## src/ttcq_pkg.sv

```systemverilog
// Shared types and character constants for the text tokenizer.
package ttcq_pkg;

	localparam int unsigned DEF_MAX_TOKEN_LEN = 128;
	localparam int unsigned DEF_POSITION_BITS = 16;

	localparam int unsigned OFFSET_W = 16;
	localparam int unsigned QDEPTH   = 4;
	localparam int unsigned PTR_W    = $clog2(QDEPTH);
	localparam int unsigned CNT_W    = $clog2(QDEPTH + 1);

	localparam logic [7:0] CH_NUL   = 8'h00;
	localparam logic [7:0] CH_NL    = 8'h0A;
	localparam logic [7:0] CH_SPACE = 8'h20;
	localparam logic [7:0] CH_QUOTE = 8'h22;
	localparam logic [7:0] CH_SLASH = 8'h2F;

	typedef enum logic [1:0] {
		KIND_BYTE = 2'd0,
		KIND_END  = 2'd1,
		KIND_EOT  = 2'd2
	} kind_t;

	typedef enum logic [4:0] {
		MODE_SKIP    = 5'b00001,
		MODE_SLASH   = 5'b00010,
		MODE_COMMENT = 5'b00100,
		MODE_QUOTED  = 5'b01000,
		MODE_WORD    = 5'b10000
	} mode_t;

	typedef struct packed {
		kind_t                kind;
		logic [7:0]           tbyte;
		logic                 quoted;
		logic                 disc;
		logic [OFFSET_W-1:0]  offs;
		logic                 last;
	} res_t;

endpackage

```

## src/text_tokenizer_comments_quotes.sv

```systemverilog
// Streaming tokenizer: splits a byte stream into bare words and quoted strings.

// The block takes one text byte per beat on the input channel (a zero byte ends
// the text) and reports tokens on the output channel, one result per beat: each
// token character as it arrives (kind 0), a token-end beat with the start offset
// and the quoted and discarded flags (kind 1), and an end-of-text beat (kind 2).
// Whitespace, control bytes and bytes above 127 are skipped between tokens, and
// a double-slash comment is skipped up to the newline. The flag last marks the
// final result caused by one input byte; some bytes cause none. An accepted
// byte is decoded from the input register in the cycle after acceptance, and its
// results are pushed into a four-entry result queue once all of them fit; the
// queue output drives the result ports. Sustained rate is one byte per cycle as
// long as each byte causes at most one result and the output is not stalled; a
// byte that causes two or three results (a lone slash followed by a word character
// or a delimiter, end of text inside a token) needs an output beat for each, and
// the result queue throttles the input through in_stall until the results drain.
module text_tokenizer_comments_quotes
	import ttcq_pkg::*;
#(
	parameter int unsigned MAX_TOKEN_LEN = DEF_MAX_TOKEN_LEN,
	parameter int unsigned POSITION_BITS = DEF_POSITION_BITS
) (
	input  logic                clk,
	input  logic                arst_n,
	input  logic                in_valid,
	output logic                in_stall,
	input  logic [7:0]          text_byte,
	output logic                out_valid,
	input  logic                out_stall,
	output logic [1:0]          kind,
	output logic [7:0]          token_byte,
	output logic                quoted,
	output logic                discarded,
	output logic [OFFSET_W-1:0] start_offset,
	output logic                last
);

	localparam int unsigned LEN_W = $clog2(MAX_TOKEN_LEN + 1);
	localparam logic [LEN_W-1:0] LEN_MAX  = LEN_W'(MAX_TOKEN_LEN);
	localparam logic [LEN_W-1:0] LEN_QMAX = LEN_W'(MAX_TOKEN_LEN - 1);
	localparam logic [LEN_W-1:0] LEN_ONE  = LEN_W'(1);
	localparam logic [POSITION_BITS-1:0] POS_MAX = '1;

	// Saturating increment of a text offset.
	function automatic logic [POSITION_BITS-1:0] sat_inc(input logic [POSITION_BITS-1:0] v);
		logic [POSITION_BITS-1:0] r;
		r = (v == POS_MAX) ? v : v + POSITION_BITS'(1);
		return r;
	endfunction

	// Build one result; the offset saturates at the port width.
	function automatic res_t mk(input kind_t k, input logic [7:0] c, input logic qu,
			input logic d, input logic [POSITION_BITS-1:0] off);
		res_t r;
		r.kind   = k;
		r.tbyte  = c;
		r.quoted = qu;
		r.disc   = d;
		r.offs   = ((off >> OFFSET_W) != '0) ? '1 : OFFSET_W'(off);
		r.last   = 1'b0;
		return r;
	endfunction

	// Input register.
	logic                     valid_s1;
	logic [7:0]               byte_s1;

	// Scanner state.
	mode_t                    mode_q, mode_d;
	logic [LEN_W-1:0]         len_q, len_d;
	logic [POSITION_BITS-1:0] pos_q, pos_d;
	logic [POSITION_BITS-1:0] begin_q, begin_d;

	// Result queue.
	res_t                     q_mem_q [QDEPTH];
	logic [PTR_W-1:0]         wr_ptr_q, rd_ptr_q;
	logic [CNT_W-1:0]         count_q;

	res_t                     res [3];
	logic [1:0]               n;
	logic                     printable;
	logic                     pop;
	logic                     advance;
	logic [CNT_W:0]           count_next;

	assign pop       = out_valid && !out_stall;
	assign out_valid = (count_q != '0);

	// Queue fill after this cycle's pop and push; the decoded byte is only
	// consumed when all of its results fit.
	assign count_next = {1'b0, count_q} - (CNT_W+1)'(pop) + (CNT_W+1)'(n);
	assign advance    = valid_s1 && (count_next <= (CNT_W+1)'(QDEPTH));
	assign in_stall   = valid_s1 && !advance;

	// Decode of the registered byte against the scanner mode.
	always_comb begin
		res[0]    = '0;
		res[1]    = '0;
		res[2]    = '0;
		n         = 2'd0;
		mode_d    = mode_q;
		len_d     = len_q;
		begin_d   = begin_q;
		printable = (byte_s1 > CH_SPACE) && !byte_s1[7];
		pos_d     = (byte_s1 == CH_NUL) ? '0 : sat_inc(pos_q);

		unique case (mode_q)
			MODE_SLASH: begin
				if (byte_s1 == CH_SLASH) begin
					mode_d = MODE_COMMENT;
				end else begin
					// A lone slash opens a bare word; it is emitted now.
					res[0] = mk(KIND_BYTE, CH_SLASH, 1'b0, 1'b0, begin_q);
					if (printable) begin
						mode_d = MODE_WORD;
						if (LEN_ONE < LEN_MAX) begin
							res[1] = mk(KIND_BYTE, byte_s1, 1'b0, 1'b0, begin_q);
							n      = 2'd2;
							len_d  = LEN_ONE + LEN_ONE;
						end else begin
							n      = 2'd1;
							len_d  = LEN_ONE;
						end
					end else begin
						mode_d = MODE_SKIP;
						len_d  = LEN_ONE;
						res[1] = mk(KIND_END, CH_NUL, 1'b0, LEN_ONE == LEN_MAX, begin_q);
						n      = 2'd2;
						if (byte_s1 == CH_NUL) begin
							res[2] = mk(KIND_EOT, CH_NUL, 1'b0, 1'b0, '0);
							n      = 2'd3;
						end
					end
				end
			end
			MODE_COMMENT: begin
				if (byte_s1 == CH_NUL) begin
					res[0] = mk(KIND_EOT, CH_NUL, 1'b0, 1'b0, '0);
					n      = 2'd1;
					mode_d = MODE_SKIP;
				end else if (byte_s1 == CH_NL) begin
					mode_d = MODE_SKIP;
				end
			end
			MODE_QUOTED: begin
				if (byte_s1 == CH_QUOTE || byte_s1 == CH_NUL) begin
					res[0] = mk(KIND_END, CH_NUL, 1'b1, 1'b0, begin_q);
					n      = 2'd1;
					mode_d = MODE_SKIP;
					if (byte_s1 == CH_NUL) begin
						res[1] = mk(KIND_EOT, CH_NUL, 1'b0, 1'b0, '0);
						n      = 2'd2;
					end
				end else if (len_q < LEN_QMAX) begin
					// Quoted strings keep one slot free; further bytes are dropped, yet their discarded flag stays clear.
					res[0] = mk(KIND_BYTE, byte_s1, 1'b1, 1'b0, begin_q);
					n      = 2'd1;
					len_d  = len_q + LEN_ONE;
				end
			end
			MODE_WORD: begin
				if (printable) begin
					if (len_q < LEN_MAX) begin
						res[0] = mk(KIND_BYTE, byte_s1, 1'b0, 1'b0, begin_q);
						n      = 2'd1;
						len_d  = len_q + LEN_ONE;
					end
				end else begin
					res[0] = mk(KIND_END, CH_NUL, 1'b0, len_q == LEN_MAX, begin_q);
					n      = 2'd1;
					mode_d = MODE_SKIP;
					if (byte_s1 == CH_NUL) begin
						res[1] = mk(KIND_EOT, CH_NUL, 1'b0, 1'b0, '0);
						n      = 2'd2;
					end
				end
			end
			default: begin
				// Skipping whitespace; also the recovery path for a corrupted mode.
				mode_d = MODE_SKIP;
				if (byte_s1 == CH_NUL) begin
					res[0] = mk(KIND_EOT, CH_NUL, 1'b0, 1'b0, '0);
					n      = 2'd1;
				end else if (!printable) begin
					mode_d = MODE_SKIP;
				end else if (byte_s1 == CH_SLASH) begin
					mode_d  = MODE_SLASH;
					begin_d = pos_q;
				end else if (byte_s1 == CH_QUOTE) begin
					// The token starts after the opening quote.
					mode_d  = MODE_QUOTED;
					begin_d = sat_inc(pos_q);
					len_d   = '0;
				end else begin
					mode_d  = MODE_WORD;
					begin_d = pos_q;
					len_d   = LEN_ONE;
					res[0]  = mk(KIND_BYTE, byte_s1, 1'b0, 1'b0, pos_q);
					n       = 2'd1;
				end
			end
		endcase

		for (int i = 0; i < 3; i++) begin
			res[i].last = (n != 2'd0) && (2'(i) == n - 2'd1);
		end
	end

	// Input register: reloads whenever the held byte is consumed or absent.
	always_ff @(posedge clk or negedge arst_n) begin
		if (!arst_n) begin
			valid_s1 <= 1'b0;
		end else if (!in_stall) begin
			valid_s1 <= in_valid;
		end
	end

	always_ff @(posedge clk) begin
		if (in_valid && !in_stall) begin
			byte_s1 <= text_byte;
		end
	end

	// Scanner state and queue control.
	always_ff @(posedge clk or negedge arst_n) begin
		if (!arst_n) begin
			mode_q   <= MODE_SKIP;
			len_q    <= '0;
			pos_q    <= '0;
			begin_q  <= '0;
			wr_ptr_q <= '0;
			rd_ptr_q <= '0;
			count_q  <= '0;
		end else begin
			if (advance) begin
				mode_q   <= mode_d;
				len_q    <= len_d;
				pos_q    <= pos_d;
				begin_q  <= begin_d;
				wr_ptr_q <= wr_ptr_q + PTR_W'(n);
				count_q  <= CNT_W'(count_next);
			end else begin
				count_q  <= count_q - CNT_W'(pop);
			end
			if (pop) begin
				rd_ptr_q <= rd_ptr_q + PTR_W'(1);
			end
		end
	end

	// Result payload storage.
	always_ff @(posedge clk) begin
		for (int i = 0; i < 3; i++) begin
			if (advance && (2'(i) < n)) begin
				q_mem_q[wr_ptr_q + PTR_W'(i)] <= res[i];
			end
		end
	end

	assign kind         = q_mem_q[rd_ptr_q].kind;
	assign token_byte   = q_mem_q[rd_ptr_q].tbyte;
	assign quoted       = q_mem_q[rd_ptr_q].quoted;
	assign discarded    = q_mem_q[rd_ptr_q].disc;
	assign start_offset = q_mem_q[rd_ptr_q].offs;
	assign last         = q_mem_q[rd_ptr_q].last;

`ifndef ASSERT_OFF
	// The queue never holds more results than it has entries.
	a_count_bound: assert property (@(posedge clk) disable iff (!arst_n)
		count_q <= CNT_W'(QDEPTH))
		else $error("result queue overfilled");

	// Backpressure only ever comes from a held byte.
	a_stall_src: assert property (@(posedge clk) disable iff (!arst_n)
		in_stall |-> valid_s1)
		else $error("input stalled with empty input register");

	// A consumed end-of-text byte always closes with an end-of-text result.
	a_eot_last: assert property (@(posedge clk) disable iff (!arst_n)
		(advance && byte_s1 == CH_NUL) |->
			(n != 2'd0) && ((n == 2'd1 && res[0].kind == KIND_EOT) ||
			(n == 2'd2 && res[1].kind == KIND_EOT) ||
			(n == 2'd3 && res[2].kind == KIND_EOT)))
		else $error("end of text not reported");

	// After end of text the scanner is back to skipping at offset zero.
	a_eot_reset: assert property (@(posedge clk) disable iff (!arst_n)
		(advance && byte_s1 == CH_NUL) |=> (mode_q == MODE_SKIP) && (pos_q == '0))
		else $error("scanner not rewound after end of text");

	// Fill level tracks pushes and pops exactly.
	a_count_track: assert property (@(posedge clk) disable iff (!arst_n)
		advance |=> ({1'b0, count_q} == $past(count_next)))
		else $error("queue count out of step");
`endif

endmodule

```

## config.mk

```make
export PLATFORM = sky130hd
export DESIGN_NAME = text_tokenizer_comments_quotes
export DESIGN_NICKNAME = d
export VERILOG_FILES = /design/src/ttcq_pkg.sv /design/src/text_tokenizer_comments_quotes.sv
export SDC_FILE = /design/constraint.sdc
export NUM_CORES = 1
export LEC_CHECK = 0
export BUFFER_PORTS_ARGS = -buffer_cell sky130_fd_sc_hd__buf_2
export CORE_MARGIN = 4
export CORE_UTILIZATION = 45
export CTS_CLUSTER_SIZE = 20
export DETAILED_ROUTE_END_ITERATION = 6
export GPL_TIMING_DRIVEN = 0
export RECOVER_POWER = 100
export SLEW_MARGIN = 20
export SYNTH_ARGS = -nofsm -noshare
export SYNTH_HDL_FRONTEND = slang
export SYNTH_SLANG_ARGS = --single-unit
```

## constraint.sdc

```tcl
create_clock -name clk -period 5.8 [get_ports clk]
set_clock_uncertainty 0.15 [all_clocks]
set_input_delay 1.16 -clock clk [delete_from_list [all_inputs] [get_ports clk]]
set_output_delay 1.16 -clock clk [all_outputs]
set_load 0.01 [all_outputs]
```

Word-level counts from Yosys, hierarchy flattened
Memory sizes are Yosys's and may differ from the RTL's.
Cells that the tools add are included.
{ "totals": {"word_cells": 139, "ram_bits": 116, "regBits": 61, "out_inout_bits": 31, "inputBits": 12, "n_memories": 1} }
{ "memory_table": {"columns": ["memory", "depth", "width", "read_ports", "rd_clocked_by_memory_dff", "wr", "line_no", "text"], "rows": [
  ["q_mem_q", 4, 29, 1, 0, 3, "text_tokenizer_comments_quotes.sv:75", "res_t q_mem_q [QDEPTH];"]
]} }
{ "classes": {"addsub": 10, "n_bitwise": 3, "mux": 63, "n_eq_ne": 21, "n_lt_le_gt_ge": 7, "reduce_logical": 25} }
{ "op_table": {"columns": ["op", "n"], "rows": [
  ["two-way mux 29 bit", 5],
  ["two-way mux 27 bit", 5],
  ["one-hot mux 29 bit (4 select lines)", 1],
  ["one-hot mux 29 bit (3 select lines)", 1],
  ["two-way mux 28 bit", 3],
  ["two-way mux 83 bit", 1],
  ["two-way mux 16 bit", 4],
  ["two-way mux 8 bit", 8],
  ["two-way mux 5 bit", 10],
  ["one-hot mux 8 bit (4 select lines)", 1],
  ["one-hot mux 5 bit (4 select lines)", 1],
  ["adder 16 x 1 -> 16 bit (second input constant)", 1],
  ["== test 16 bit (second input constant)", 1],
  ["== test 8 x 6 -> 1 bit (second input constant)", 2],
  ["two-way mux 1 bit", 15],
  ["!= test 2 bit (second input constant)", 7],
  ["two-way mux 2 bit", 6],
  ["logical AND 1 bit", 11],
  ["AND reduction 10 bit", 1],
  ["adder 8 x 1 -> 8 bit (second input constant)", 1],
  ["== test 8 x 4 -> 1 bit (second input constant)", 1],
  ["== test 8 bit (second input constant)", 1],
  ["> comparator 8 x 6 -> 1 bit (second input constant)", 1],
  ["logical NOT 8 bit", 1],
  ["other kinds (32)", 40]
]} }

Longest topological paths before layout
Gate-level depths: netlist (run 1).
{ "logic_depth": {"ltp_word": 13, "ltp_mapped": 23, "mapped_depth_nobuf": 18} }

Least setup slack after synthesis (run 1)
OpenSTA, ideal clock, no wires.
{ "synth_path": {"path_type": "register to register", "startpoint": "register byte_s1[2]", "endpoint": "memory q_mem_q[0][20] in the netlist's numbering", "path_slack_ps": 584, "synth_period_minus_slack_ps": 5216, "stages_incl_launch_ff": 23, "setup_ps": 122, "path_buffers": 5, "required_time_ps": 5528, "arrival_ps": 4944, "path_cell_list": "edfxtp_1 or4_4 or2_1 buf_2 o211ai_1 a32oi_2 inv_2 buf_2 ha_1 inv_1 ha_1 inv_1 fa_1 xor2_1 a21oi_1 or4b_1 clkbuf_1 or3_1 buf_2 o21ai_4 nor2_4 buf_6 a221o_1"} }
{ "synth_rtl": {"columns": ["item", "line_no", "text"], "rows": [
  ["from (decl)", "text_tokenizer_comments_quotes.sv:66", "logic [7:0] byte_s1;"],
  ["from (signal assigned)", "text_tokenizer_comments_quotes.sv:220", "byte_s1 <= text_byte;"],
  ["to (decl)", "text_tokenizer_comments_quotes.sv:75", null]
]} }

==> summary.txt, run 1 <==
CTS
  – Clock Latency Late Sink: 0.45 ns
  – Clock-pin slew on the worst setup and hold paths: about 0.070 ns
  – CTS tree: done
  – Clock root cell: clkbuf_16
  – CTS Sinks: roughly 180
  – H-tree Lvls: 4
  – CTS buffer count: 17
  – CTS Buffer Depth: 2

Flow run
  – Max-cap violations: 1

Placement
  – Hpwl dp: approximately 22000 microns
  – # port buffers: 42
  – Placer congestion estimate: 0.921
  – Placed cells: ~1300
  – Dpl ws: -1.10 ns

Floorplan
  – Die area: about 23000 sq um
  – Initial Util: 0.461
  – Rows: between 50 and 60
  – # IOs: 43
  – Die Ht: between 150 and 200 microns
  – Die width: around 150 microns
  – Core area: slightly above 20000 sq um

Power
  – Switch share: 0.452
  – Power share of the clock group: 0.178
  – Pwr Density: about 600 nW/um^2
  – Reg power frac: 0.300
  – Pint: 0.00354 W
  – Switching Power: about 0.0029 W
  – Worst VDD drop: slightly above 0.4 mV
  – Final Power: around 0.0065 W
  – LEAKAGE: slightly above 4 nW
  – Logic gate share of total power: 0.522

Global route
  – Initial antenna violation count: 1
  – Total GRT Usage: 0.269
  – Total gr overflow: 0
  – Largest net degree at the start of global routing: 54
  – Global-route wire length before repair: around 50000 microns
  – Grt met2 use: 0.398
  – Top Usage Layer GRT: met2
  – GR Util met3: 0.0523
  – Met1 GRT Util: 0.394
  – Vias in the first global route: 8069

Route
  – Final WL: approximately 32000 microns
  – DR pass1 iterations: 7
  – # DRC: 10
  – Vias/cell: between 6 and 7
  – Vias after detailed routing: ~8800
  – Iter 0 DRT Violations: between 1000 and 1500
  – Final ANT Viol Nets: 0
  – DR WL/cell: about 23 microns

STA
  – Final count of negative-setup-slack endpoints: 0
  – RSZ-0062 raised after global routing: true
  – Worst Tran Pin Value: roughly 3.1 ns
  – Final hold vios: 0
  – Final WS setup: approximately 0.16 ns
  – Max-slew headroom: -1.05
  – Minimum clock period: roughly 5.6 ns
  – Achievable Freq: ~0.18 GHz
  – Period utilization: 0.973
  – Max-slew violation count: 54
  – Hold_ws: ~0.3 ns

Final layout
  – Fin util: 0.530
  – Nets: 1111
  – Fill cells: ~1900
  – Area grow syn2layout: 14.9%
  – Antenna cells: 0
  – Area of the multi-input gates: 5150 sq um
  – Non-Filler Instances: 1370
  – FF+latch area: around 4000 sq um
  – Layout cells sized above 1: 0.159

Setup path
  – Worst Path Required: 5.99 ns
  – Arrival @ worst endpoint: a little under 6 ns
  – Top delay family on crit path: simple AND/OR/NAND/NOR gates
  – Slowest stage cell, crit path: or4b_4
  – Slowest stage delay, CP: ~0.63 ns
  – Crit path launch type: flip-flop
  – Worst setup path class: flip-flop to flip-flop
  – Worst path buffer plus inverter count: 8
  – Worst path cell trace: buf_2 -> or4_4 -> or2_1 -> clkbuf_4 -> o211ai_1 -> a32oi_2 -> inv_2 -> buf_6 -> ha_1 -> inv_1 -> ha_1 -> inv_1 -> fa_1 -> xor2_2 -> a21oi_2 -> or4b_4 -> or3_1 -> buf_2 -> o21ai_4 -> nor2_4 -> buf_6 -> a221o_1
  – CP Max Fanout: 10
  – CP Capture Type: flip-flop

Synthesis
  – Area contributors post-synth: dfxtp_1, dfrtp_1, mux4_2
  – Synthesized cell area: 9390 sq um
  – Sequential cell area fraction in the yosys report: 0.423
  – Yosys cell types: a little under 80
  – Syn_area_per_cell: about 9.3 sq um
  – Synthesized instance count: between 1000 and 1500
  – Largest area contributor in the netlist: dfxtp_1
  – Post-synth EDFFs: 16
  – Top cell type's share of synthesized area: 0.230
  – Top FF cell, synth: dfxtp_1
  – Mapped Nets: around 1000
  – Flops & latches, synth: between 150 and 200
  – Synth warn: 0
  – Most frequent cell after synthesis: nand2_1
  – Post-synth ARST share: 0.299
  – Synth cell count leaders: nand2_1, dfxtp_1, nor2_1, a21oi_1

Hold path
  – Hold WC Path Type: flip-flop to flip-flop

Run status
  – Failing checks: design-rule violations, max-capacitance violations, max-slew violations
  – Outcome: complete, but fails checks
routing by layer:
| layer | vias to the layer above | wire [microns] |
|---|---|---|
| met3 | 80 | 2640 |
| met4 | 2 | 1050 |
| met1 | 4292 | 14400 |
| met5 | - | 13 |
| li1 | 3957 | - |
| met2 | 441 | 13800 |
power by group through the flow:
| stage | combinational, W | sequential (W) | clock, W |
|---|---|---|---|
| floorplan | 0.00216 | 0.00189 | 0 |
| global route | 0.00364 | 0.00199 | 0.00120 |
| finish | 0.00338 | 0.00194 | 0.00115 |
| detailed placement | 0.00304 | 0.00198 | 0 |
| CTS | 0.00321 | 0.00194 | 0.00115 |
| global placement | 0.00301 | 0.00197 | 0 |
logic make-up (layout without fill, tap and decap cells):
logic type               after synthesis  in the layout  share of synthesized area
adder cells (fa/ha/maj)               12             12                     0.0168
buffers and inverters                102            191                     0.0445
XOR/XNOR                              24             24                     0.0224
AO/OA/AOI/OAI                        290            290                      0.230
AND/OR/NAND/NOR                      368            368                      0.184
flip-flops                           177            177                      0.423
multiplexers                          38             38                     0.0796
registers in the layout, summed over array words and instances, names as in the netlist:
signal	flops
begin_q	16
byte_s1	8
count_q	3
len_q	8
mode_q	5
pos_q	16
q_mem_q	116
rd_ptr_q	2
valid_s1	1
wr_ptr_q	2
cells in the final DEF (no fill, tap or decap), types with 23 or more instances in the layout:
| cell type | Yosys | layout |
|---|---|---|
| buf_2 | 21 | 30 |
| clkbuf_1 | 52 | 67 |
| nand3_1 | 28 | 27 |
| nand4_1 | 24 | 24 |
| dfxtp_1 | 108 | 108 |
| a21oi_1 | 54 | 53 |
| a221o_1 | 25 | 25 |
| mux4_2 | 29 | 29 |
| o21ai_0 | 39 | 39 |
| nor2_1 | 102 | 99 |
| nand2_1 | 117 | 115 |
| nor3_1 | 38 | 36 |
| o211ai_1 | 23 | 23 |
| dfrtp_1 | 52 | 52 |
worst register-to-register path, delay by kind of cell, from the launching register on:
kind	cells	cell delay [ns]
AO/OA/AOI/OAI	5	0.83
XOR/XNOR	1	0.18
adder cells (fa/ha/maj)	3	0.83
buffers and inverters	8	1.27
flip-flops	1	0.37
AND/OR/NAND/NOR	5	1.92
final cells by class:
class	count	share of cell area
plain buffers	78	0.0346
repair buffers	59	0.0281
clock buffers	19	0.0420
well taps	270	0.0313
clock inverters	13	0.0109
inverters	22	0.00766
flip-flops and latches	177	0.368
multi-input cells	732	0.477
final timing paths:
check	startpoint	endpoint	slack (ns)	cells after the start
max in group asynchronous	arst_n	begin_q[1]$_DFFE_PN0P_	2.18	1
min in group asynchronous	arst_n	begin_q[12]$_DFFE_PN0P_	1.57	1
worst min-delay path	q_mem_q[2][22]$_SDFFE_PP0P_	q_mem_q[2][22]$_SDFFE_PP0P_	0.30	1
worst max register to register	byte_s1[1]$_DFFE_PP_	q_mem_q[0][21]$_SDFFE_PP0P_	0.16	22
worst max-delay path	byte_s1[1]$_DFFE_PP_	q_mem_q[0][21]$_SDFFE_PP0P_	0.16	22
worst min register to register	q_mem_q[2][22]$_SDFFE_PP0P_	q_mem_q[2][22]$_SDFFE_PP0P_	0.30	1
through the flow:
| step | setup TNS (ns) | cell area [sq um] |
|---|---|---|
| floorplan | 0 | 9390 |
| global placement | -80.30 | 9930 |
| detailed placement | -86.52 | 9940 |
| CTS | 0 | 10700 |
| global route | -0.687 | 10800 |
| finish | 0 | 10800 |
timing repair:
item | in CTS | in global routing
pin swaps | 2 | 3
hold buffers | 0 | 0
resized for setup | 33 | 26
endpoints found under the setup margin | 156 | 139
gates cloned | 0 | 0
buffers inserted | 10 | 7
Power figures use the tool's default switching activity.
==> run 2: changes to the inputs <==
--- a/config.mk
+++ b/config.mk
@@ -5,12 +5,14 @@
 export SDC_FILE = /design/constraint.sdc
 export NUM_CORES = 1
 export LEC_CHECK = 0
+export ABC_AREA = 0
 export BUFFER_PORTS_ARGS = -buffer_cell sky130_fd_sc_hd__buf_2
 export CORE_MARGIN = 4
 export CORE_UTILIZATION = 45
 export CTS_CLUSTER_SIZE = 20
 export DETAILED_ROUTE_END_ITERATION = 6
 export GPL_TIMING_DRIVEN = 0
+export PLACE_DENSITY = 0.73
 export RECOVER_POWER = 100
 export SLEW_MARGIN = 20
 export SYNTH_ARGS = -nofsm -noshare
==> run 2 against run 1 <==
Effect of this change:
- the run ends with max-capacitance violations, max-slew violations left
- via count rose by 1.1%
- global-route usage fell by 1.1 points
- worst hold slack got worse by 0.0054 ns
- sequential power barely moved
- combinational power barely moved
- die area did not move
- fmax fell by 0.76%
- non-clock buffer count rose by 3
- final cell count rose by 0.22%
- critical endpoint is now q_mem_q[3][19]$_SDFFE_PP0P_
==> summary.txt, run 2 (synthesis gave the netlist of run 1 again) <==
Final layout
  – Most flop-heavy register: q_mem_q
  – Max reg flops: 116 (unchanged)
  – Most frequent cells in the layout: nand2_1, dfxtp_1, nor2_1
  – Nets: 1114 (+0.27%)
  – Top flop regs: q_mem_q: 116 flops, begin_q: 16 flops, pos_q: 16 flops
  – Layout cells sized above 1: 0.162 (+0.00319)
  – Area grow syn2layout: 15.1%
  – Commonest non-fill, non-tap cell in the layout: nand2_1
  – Non-Filler Instances: 1373 (+0.22%)
  – Antenna cells: 0 (unchanged)

Flow run
  – Max-cap violations: 1 (unchanged)

STA
  – Achievable Freq: 0.176 GHz (-0.76%)
  – Final WS setup: 0.113 ns (-0.0433 ns)
  – Final hold vios: 0 (unchanged)
  – Max-slew violation count: 54 (unchanged)
  – Worst Tran Pin Value: 3.00 ns (-0.0819 ns)
  – Setup_tns: 0 ns (unchanged)
  – Max-slew headroom: -0.999 (+0.0546)
  – Period utilization: 0.981 (+0.00747)
  – Minimum clock period: 5.69 ns (+0.0433 ns)
  – Final count of negative-setup-slack endpoints: 0 (unchanged)

Power
  – LEAKAGE: 4.16 nW (+0.37%)
  – Logic gate share of total power: 0.525 (+0.003)
  – Final Power: 0.00650 W (+0.53%)
  – Pint: 0.00359 W (+1.3%)
  – Switching Power: 0.00291 W (-0.41%)
  – Reg power frac: 0.300 (about the same)
  – Pwr Density: 602 nW/um^2 (+0.36%)
  – Switch share: 0.448 (-0.00423)
  – Worst VDD drop: 0.366 mV (-11%)
  – Power share of the clock group: 0.175 (-0.003)

Setup path
  – CP Max Fanout: 10 (unchanged)
  – Worst path cell trace: or4_4 -> or2_1 -> buf_4 -> o211ai_1 -> a32oi_2 -> inv_2 -> buf_6 -> ha_1 -> inv_1 -> ha_1 -> inv_1 -> fa_1 -> xor2_2 -> a21oi_2 -> or4b_4 -> clkbuf_4 -> a211oi_2 -> clkbuf_2 -> nor3_1 -> a221oi_1
  – RR Startpoint: byte_s1[7]$_DFFE_PP_
  – Slowest stage delay, CP: 0.63 ns (about the same)
  – Launch point of the critical path: byte_s1[7]$_DFFE_PP_
  – Worst Path Required: 6.00 ns (about the same)
  – Worst setup path class: flip-flop to flip-flop
  – Crit path launch type: flip-flop
  – Reg2reg end: q_mem_q[3][19]$_SDFFE_PP0P_
  – R2R cell count: 20 (-9.1%)
  – Arrival @ worst endpoint: 5.89 ns (+0.06 ns)
  – CP Capture Type: flip-flop
  – Slowest stage cell, crit path: or4b_4
  – FF-to-FF setup slack: 0.11 ns (-0.04 ns)

Global route
  – Largest net degree at the start of global routing: 54 (unchanged)
  – Total gr overflow: 0 (unchanged)
  – Total GRT Usage: 0.258 (-0.0106)
  – Initial antenna violation count: 0 (-1)
  – Vias in the first global route: 8421 (+4.4%)
  – Global-route wire length before repair: 47800 microns (-1.9%)

Placement
  – # port buffers: 42 (unchanged)
  – Dpl ws: -0.883 ns (+0.214 ns)
  – Placer congestion estimate: 0.948 (+2.9%)
  – Placed cells: 1323 (unchanged)
  – Hpwl dp: 21600 microns (-3.5%)

Hold path
  – Worst min-delay path startpoint: q_mem_q[0][18]$_SDFFE_PP0N_
  – WHS Path Cells: 2 (+1)
  – Worst hold endpoint: q_mem_q[0][18]$_SDFFE_PP0N_
  – Hold WC Path Type: flip-flop to flip-flop

CTS
  – Clock Latency Late Sink: 0.44 ns (about the same)
  – CTS buffer count: 17 (unchanged)
  – Clock-pin slew on the worst setup and hold paths: 0.07 ns (about the same)
  – CTS Hold Buffers Added: 0 (unchanged)
  – Clock root cell: clkbuf_16
  – CTS Sinks: 177 (unchanged)
  – CTS Buffer Depth: 2 (unchanged)
  – H-tree Lvls: 4 (unchanged)
  – CTS tree: done

Run status
  – Failing checks: max-capacitance violations, max-slew violations
  – Outcome: complete, but fails checks

Route
  – Final ANT Viol Nets: 0 (unchanged)
  – Iter 0 DRT Violations: 1280 (+11%)
  – Vias after detailed routing: 8865 (+1.1%)
  – Vias/cell: 6.46 (+0.84%)
  – DR pass1 iterations: 6 (-1)
  – DR WL/cell: 22.5 microns (-3.3%)
  – Final WL: 30900 microns (-3.1%)
  – # DRC: 0 (-10)

Floorplan
  – Die area: 23200 sq um (unchanged)
  – Rows: 52 (unchanged)
  – Core area: 20400 sq um (unchanged)
  – Die width: 152 microns (unchanged)
  – Die Ht: 152 microns (unchanged)
  – Initial Util: 0.461 (unchanged)
  – # IOs: 43 (unchanged)
-- run 2: power by group through the flow --
stage / Clock (W) / Sequential [W] / Combinational (W)
2_1_floorplan: 0 / 0.00189 / 0.00216
3_3_place_gp: 0 / 0.00196 / 0.00295
3_5_place_dp: 0 / 0.00198 / 0.00301
4_1_cts: 0.00114 / 0.00193 / 0.00316
5_1_grt: 0.00119 / 0.00199 / 0.00366
6_report: 0.00114 / 0.00195 / 0.00341
-- run 2: per-stage QoR --
step	hold slack (ns)	utilization	area, sq um
floorplan	0.271	-	9390
global placement	0.280	0.488	9930
detailed placement	0.286	0.488	9940
CTS	0.303	0.523	10600
global route	0.312	0.530	10800
finish	0.295	0.530	10800
-- run 2: repair_timing --
action,CTS,global route
pin swaps,1,5
buffers inserted,9,11
resized for setup,25,45
endpoints found under the setup margin,147,142
hold endpoints to repair,0,0
-- run 2: how the worst max path moves through the flow --
stage | cells past startpoint | endpoint | slack (ns)
2_1_floorplan | 22 | q_mem_q[0][20]$_SDFFE_PP0P_ | 0.58
3_3_place_gp | 21 | q_mem_q[3][27]$_SDFFE_PP0P_ | -0.88
3_5_place_dp | 21 | q_mem_q[3][27]$_SDFFE_PP0P_ | -0.88
4_1_cts | 22 | q_mem_q[0][24]$_SDFFE_PP0P_ | 0.008
5_1_grt | 20 | q_mem_q[3][19]$_SDFFE_PP0P_ | -0.00003
6_report | 20 | q_mem_q[3][19]$_SDFFE_PP0P_ | 0.11
-- run 2: cell type report --
| class | count | area, sq um |
|---|---|---|
| Inverter | 22 | 82.6 |
| Sequential cell | 177 | 3970 |
| Tap cell | 270 | 338 |
| Buffer | 78 | 362 |
| Clock buffer | 19 | 443 |
| Fill cell | 1876 | 9560 |
| Clock inverter | 13 | 124 |
| Multi-Input combinational cell | 732 | 5170 |
| Timing Repair Buffer | 62 | 318 |
-- run 2: critical path, delay by kind of cell (launching register included) --
kind,cells,cell delay (ns)
AOI/OAI and AO/OA,5,1.06
xor gates and xnor gates,1,0.20
adders and majority gates,3,0.82
and+or+nand+nor,4,1.61
buffers and inverters,7,1.26
DFF,1,0.46
-- run 2: routing by layer --
layer  vias to the layer above  wire length (microns)  track usage
met5                         -                     44            0
met4                         2                    987       0.0980
met3                        89                   3350       0.0639
met2                       572                  13700        0.393
met1                      4237                  12800        0.358
li1                       3965                      -            -
